--- src/sv/sprite_screen_projection_unit_defines.svh ---
// Assertion macros shared by the sprite projection RTL.
// Needs clk_i and rst_ni in the scope of every use.
`ifndef SPRITE_SCREEN_PROJECTION_UNIT_DEFINES_SVH
`define SPRITE_SCREEN_PROJECTION_UNIT_DEFINES_SVH

// Same-cycle implication, checked out of reset
`define SSP_ASSERT_NOW(lbl, ante, cons, msg) \
  lbl: assert property (@(posedge clk_i) disable iff (!rst_ni) (ante) |-> (cons)) \
    else $error(msg);

// Next-cycle implication, checked out of reset
`define SSP_ASSERT_NEXT(lbl, ante, cons, msg) \
  lbl: assert property (@(posedge clk_i) disable iff (!rst_ni) (ante) |=> (cons)) \
    else $error(msg);

`endif

--- src/sv/ssp_pkg.sv ---
// Shared types, widths and register codes of the sprite projection unit.
// No dependencies.
`default_nettype none

package ssp_pkg;

  localparam int FRAC_BITS_DEF  = 16;
  localparam int FIFO_DEPTH_DEF = 4;

  localparam int IDX_W   = 3;
  localparam int DATA_W  = 26;
  localparam int DIM_W   = 13;
  localparam int HDIM_W  = 12;
  localparam int POS_W   = 26;
  localparam int VEC_W   = 18;
  localparam int OFS_W   = 27;
  localparam int PRD_W   = 45;
  localparam int NUM_W   = 46;
  localparam int DPRD_W  = 36;
  localparam int DET_W   = 37;
  localparam int QUO_W   = 48;
  localparam int SUM_W   = 50;
  localparam int SMAG_W  = 49;
  localparam int PROD_W  = 61;

  // Register indexes of the configuration port
  typedef enum logic [IDX_W-1:0] {
    REG_SCREEN_WIDTH  = 3'd0,
    REG_SCREEN_HEIGHT = 3'd1,
    REG_CAMERA_X      = 3'd2,
    REG_CAMERA_Y      = 3'd3,
    REG_DIR_X         = 3'd4,
    REG_DIR_Y         = 3'd5,
    REG_PLANE_X       = 3'd6,
    REG_PLANE_Y       = 3'd7
  } reg_idx_e;

  typedef struct packed {
    logic        [DIM_W-1:0] screen_width;
    logic        [DIM_W-1:0] screen_height;
    logic signed [POS_W-1:0] camera_x;
    logic signed [POS_W-1:0] camera_y;
    logic signed [VEC_W-1:0] dir_x;
    logic signed [VEC_W-1:0] dir_y;
    logic signed [VEC_W-1:0] plane_x;
    logic signed [VEC_W-1:0] plane_y;
  } cfg_t;

  // Word handed from front to back
  typedef struct packed {
    logic signed [NUM_W-1:0] num_lat;
    logic signed [NUM_W-1:0] num_dep;
    logic signed [DET_W-1:0] det;
    logic                    det_zero;
  } qent_t;

endpackage

`default_nettype wire

--- src/sv/ssp_fifo.sv ---
// Short queue of classified words between front and back.
// Uses ssp_pkg and the assertion macros header.
`default_nettype none
`include "sprite_screen_projection_unit_defines.svh"

module ssp_fifo #(
  parameter int DEPTH = ssp_pkg::FIFO_DEPTH_DEF
) (
  input  wire logic           clk_i,
  input  wire logic           rst_ni,
  input  wire logic           push_i,
  input  wire ssp_pkg::qent_t wdata_i,
  output logic                full_o,
  input  wire logic           pop_i,
  output ssp_pkg::qent_t      rdata_o,
  output logic                empty_o
);

  localparam int PTR_W = (DEPTH > 1) ? $clog2(DEPTH) : 1;
  localparam int CNT_W = $clog2(DEPTH + 1);

  ssp_pkg::qent_t   mem_q [DEPTH];
  logic [PTR_W-1:0] wr_q, rd_q;
  logic [CNT_W-1:0] cnt_q;

  assign full_o  = (cnt_q == CNT_W'(DEPTH));
  assign empty_o = (cnt_q == '0);
  assign rdata_o = mem_q[rd_q];

  // pointers and fill count
  always_ff @(posedge clk_i or negedge rst_ni) begin
    if (!rst_ni) begin
      wr_q  <= '0;
      rd_q  <= '0;
      cnt_q <= '0;
    end else begin
      if (push_i) begin
        wr_q <= (wr_q == PTR_W'(DEPTH - 1)) ? '0 : wr_q + PTR_W'(1);
      end
      if (pop_i) begin
        rd_q <= (rd_q == PTR_W'(DEPTH - 1)) ? '0 : rd_q + PTR_W'(1);
      end
      if (push_i && !pop_i) begin
        cnt_q <= cnt_q + CNT_W'(1);
      end else if (pop_i && !push_i) begin
        cnt_q <= cnt_q - CNT_W'(1);
      end
    end
  end

  always_ff @(posedge clk_i) begin
    if (push_i) begin
      mem_q[wr_q] <= wdata_i;
    end
  end

  `SSP_ASSERT_NOW(a_cnt_bound, 1'b1, cnt_q <= CNT_W'(DEPTH), "queue count above depth")
  `SSP_ASSERT_NOW(a_no_pop_empty, pop_i, !empty_o, "pop from empty queue")
  `SSP_ASSERT_NEXT(a_cnt_up, push_i && !pop_i, cnt_q == $past(cnt_q) + CNT_W'(1), "count did not rise")

endmodule

`default_nettype wire

--- config.mk ---
export PLATFORM = sky130hd
export DESIGN_NAME = ssp_fifo
export DESIGN_NICKNAME = d
export VERILOG_FILES = /design/src/sv/ssp_pkg.sv /design/src/sv/ssp_fifo.sv
export VERILOG_INCLUDE_DIRS = /design/src /design/src/sv
export SDC_FILE = /design/constraint.sdc
export NUM_CORES = 1
export LEC_CHECK = 0
export BUFFER_PORTS_ARGS = -buffer_cell sky130_fd_sc_hd__buf_2
export CAP_MARGIN = 20
export CORE_ASPECT_RATIO = 1.75
export CORE_MARGIN = 5
export CORE_UTILIZATION = 57
export CTS_CLUSTER_DIAMETER = 200
export CTS_CLUSTER_SIZE = 16
export DETAILED_ROUTE_END_ITERATION = 7
export GPL_TIMING_DRIVEN = 0
export PLACE_DENSITY_LB_ADDON = 0.05
export SETUP_SLACK_MARGIN = 0.5
export SLEW_MARGIN = 10
export SYNTH_ARGS = -nofsm -noshare
export SYNTH_HDL_FRONTEND = slang
export SYNTH_SLANG_ARGS = --single-unit
--- constraint.sdc ---
create_clock -name clk_i -period 5.8 [get_ports clk_i]
set_clock_uncertainty 0.2 [all_clocks]
set_input_delay 0.29 -clock clk_i [delete_from_list [all_inputs] [get_ports clk_i]]
set_output_delay 0.29 -clock clk_i [all_outputs]
set_load 0.02 [all_outputs]
Word-level counts from Yosys, hierarchy flattened

Memory sizes are Yosys's and may differ from the RTL's.
Index checks and enable logic that the tools add are counted.

Add/sub/neg operators: 4
Multipliers: 0
Div/mod/pow operators: 0
Order comparisons: 0
Eq/ne operators: 3
Shift-type cells: 0
Multiplexer cells: 6
Bitwise operators: 0
Reductions and logical operators: 6

Operators by type and width:

| cell                                                                | count |
|---|---|
| 3-bit two-way mux                                                   | 2 |
| 2-bit by 1-bit adder with 2-bit output (second input constant)      | 2 |
| 2-bit == test (second input constant)                               | 2 |
| 2-bit two-way mux                                                   | 2 |
| 3-bit by 1-bit adder with 3-bit output (second input constant)      | 1 |
| 3-bit == test (second input constant)                               | 1 |
| 3-bit zero test                                                     | 1 |
| 3-bit by 1-bit subtractor with 3-bit output (second input constant) | 1 |
| 1-bit logical AND                                                   | 2 |
| 1-bit zero test                                                     | 2 |
| 1-bit two-way mux                                                   | 2 |
| 2-bit nonzero test                                                  | 1 |

Register bits after elaboration: 7
Bits in latches: 0
Memory bits (writable): 520
ROM bits: 0
Bits of input ports: 134
Word-level logic and storage cells: 23
Memories kept: 1

Memories:

| name  | depth | bits a word | read ports | clocked after memory_dff | write ports | line           | text |
|---|---|---|---|---|---|---|---|
| mem_q | 4     | 130         | 1          | 0                        | 1           | ssp_fifo.sv:22 | `ssp_pkg::qent_t mem_q [DEPTH];` |

Logic depth before layout (Yosys ltp)

Word-level depth: 4
Mapped depth: 7
Depth with buffers taken out: 7

Worst setup path after synthesis

OpenSTA, ideal clock, no wires.

Path kind: register to register
Start point: register wr_q[0]
End point: memory mem_q[0][0] in the netlist's numbering, enable pin
Arrival: 3606 ps
Required time: 5096 ps
Setup slack: 1490 ps
Cell stages (with the launch flop): 4
Clock period less this slack: 4310 ps
Cell sequence: dfrtp_1 > inv_1 > ha_1 > and2_1

RTL lines:

| item                   | line           | text |
|---|---|---|
| from (decl)            | ssp_fifo.sv:23 | `logic [PTR_W-1:0] wr_q, rd_q;` |
| from (signal assigned) | ssp_fifo.sv:38 | `wr_q <= (wr_q == PTR_W'(DEPTH - 1)) ? '0 : wr_q + PTR_W'(1);` |
| to (decl)              | ssp_fifo.sv:22 |  |

No word-level cell before the write port.

==> impl_metrics.toml <==
[floorplanning]
die_w_um = 149
die_area_um2 = 37500
rows = 89
core-area_um2 = 33500
die_h_um = 253
io_pins = 266
start_util_pct = 57.2

[cts]
postCtsHoldBufs = 134
cts-root-buf = "clkbuf_16"
cts.sinks = 527
numCtsBuffers = 38
cts_buffer_depth = 3
cts_tree = "yes"
cts_setup_buffers = 0
htree_levels = 2
clkLatencyLatePin_ps = 530
ctsResizeCount = 0
path_clk_slew_ps = 70

[synth]
yosys-top-cells-count = "edfxtp_1 (520), mux4_2 (130), buf_2 (15)"
ys_warn_count = 0
syn_avg_cell_area_um2 = 26.7
async_flop_share_pct = 1.33
synth_top_area_share_pct = 81.5
ys.flop_type = "edfxtp_1"
synth_seq_cells = 527
synth_top_area_cell = "edfxtp_1"
synth_edf_count = 520
syn-num-nets = 858
yosysSeqAreaShare_pct = 82.4
synth_most_common_cell = "edfxtp_1"
synth.distinct_cells = 19
syn_inst = 717
netlist_top_cells_area = "edfxtp_1 (81%), mux4_2 (15%), dfrtp_1 (0.91%), buf_6 (0.59%), buf_2 (0.39%)"
synth_area_um2 = 19200

[run_status]
status = "complete, no violations"

[sta]
slew_headroom_pct = 49.5
min_period_ps = 2900
worst_slew_pin_slew_ps = 758
rsz0062_at_grt = "no"
fin_crit_sh_pct = 49.9
tns_ps = 0
holdWs_ps = 291
finalSetupViolCount = 0
maxSlewViolCount = 0
finalHoldViolCount = 0
fmax_mhz = 345

[worst_setup_path]
critPathSlowestCell = "buf_2"
path_cells = "clkbuf_1 > buf_2 > buf_2 > mux4_2 > buf_2"
critPathBufInv = 4
arrival_ps = 2410
rr_endpoint = "mem_q[1][39]"
reg2reg_slack_ps = 3310
crit_top_cell = "buf_2"
critPathTopFamily = "buffers and inverters"
reg2reg_from = "wr_q[1]"
slowest_delay_ps = 370
crit_type = "reg -> out"
crit_fanout = 10
end_kind = "output port"
critPathRequiredTime_ps = 5310
rr_worst_depth = 5
cp-start-kind = "flop"

[cells_and_area]
regArea_um2 = 15800
fill_cells = 2058
layout-drive-gt1-share_pct = 40.6
multiInputGateArea_um2 = 3160
finalNonFillerCells = 1636
syn_to_final_growth_pct = 23.9
nets = 1307
antenna_cells = 0
postLayoutCoreUtil_pct = 70.8

[route]
finalWirelength_um = 36400
ant_nets = 0
drtIter0Drc = 477
drc_errors = 0
vias_per_cell = 5.49
wl_per_cell_um = 22.2
vias = 8977
drtPass1Iterations = 4

[global_routing]
grt_pass1_vias = 9895
grt_overflow_total = 0
antenna_found_initial = 0
busiest_layer = "met2"
grtUsageMet1_pct = 24.2
grt_use_total_pct = 19.8
grt_pass1_wl_um = 56300
use_met2_pct = 35.5
grt_max_degree = 50
use_met3_pct = 4.52

[pwr]
ir_drop_uv = 403
power_frac_clock_pct = 21.5
p_per_area_nw_per_um2 = 475
p_sw_share_pct = 31.2
internal-power_w = 0.00776
leakage_nw = 8.16
pwr-share-seq_pct = 44.3
p_sw_w = 0.00351
p_comb_share_pct = 34.2

[worst_hold_path]
hold_start = "cnt_q[2]"
min_path_type = "reg -> reg"
hold_path_depth = 1
holdPathEnd = "cnt_q[2]"

[placement]
hpwlAfterDp_um = 22900
placed_cells_incl_taps = 1447
place_congestion = 0.709
io_buffers = 265

[flow_run]
max-cap-violations = 0
stage by stage:
stage | worst slack (ps) | power (W) | instance area, um^2
after floorplan | 1490 | 0.00770 | 19200
after global placement | -989 | 0.00900 | 21100
after detailed placement | 3260 | 0.00895 | 21300
after CTS | 2810 | 0.0115 | 23700
after global routing | 2730 | 0.0118 | 23700
final | 2900 | 0.0113 | 23700
power groups by stage:
stage	clock [W]	combinational [W]	sequential [W]
6_report	0.00243	0.00385	0.00499
5_1_grt	0.00266	0.00412	0.00504
4_1_cts	0.00250	0.00396	0.00500
3_5_place_dp	0	0.00387	0.00509
3_3_place_gp	0	0.00377	0.00523
2_1_floorplan	0	0.00258	0.00512
worst register-to-register path, stage by stage (launching register included):
cell,delay [ps]
dfrtp_1,400
inv_1,110
ha_1,150
and2_4,640
buf_16,370
buf_16,280
per-layer routing:
layer | up-vias | share of wire (%)
met5 | - | 0
met4 | 0 | 2.7
met3 | 55 | 6.6
met2 | 262 | 54
met1 | 4681 | 36
li1 | 3979 | -
worst max-delay path by stage:
stage / startpoint / slack, ps / endpoint / cells past startpoint
floorplan: wr_q[0] / 1490 / mem_q[0][0] / 3
global placement: wr_q[1] / -990 / mem_q[1][105] / 3
detailed placement: wr_q[1] / 3260 / mem_q[1][105] / 5
CTS: rd_q[1] / 2810 / rdata_o[26] / 5
global route: rd_q[1] / 2730 / rdata_o[26] / 5
finish: rd_q[1] / 2900 / rdata_o[26] / 5
sequential cells by signal (all words and copies together) (netlist names):
register	cells
mem_q	520
cnt_q	3
rd_q	2
wr_q	2
layout by cell type, fill, tap and decap left out:
| master | n |
|---|---|
| and2_4 | 4 |
| buf_12 | 3 |
| buf_16 | 7 |
| buf_2 | 280 |
| buf_4 | 1 |
| buf_6 | 10 |
| clkbuf_1 | 18 |
| clkbuf_16 | 41 |
| dfrtp_1 | 7 |
| dlygate4sd3_1 | 134 |
| edfxtp_1 | 520 |
| fa_1 | 1 |
| ha_1 | 6 |
| inv_1 | 4 |
| mux2_2 | 3 |
| mux4_2 | 130 |
| nand2_1 | 2 |
| nor2_1 | 3 |
| nor3_1 | 1 |
| nor3b_1 | 1 |
| o21ai_0 | 2 |
| xnor2_1 | 1 |
| xor2_1 | 2 |
layout make-up:
cell class	instances	area share [%]
inverter	4	0.0632
clock buffer	55	4.54
sequential	527	66.5
timing repair buffer	409	12.3
multi-input combinational	156	13.3
buffer	30	0.885
tap	455	2.40
kinds of logic after synthesis:
kind of cell,share of synthesized area (%)
flops,82.4
mux,15.5
buf+inv,1.18
simple gates,0.294
fa+ha+maj,0.496
xor+xnor,0.137
compound gates,0.0522
Power figures use the tool's default switching activity.
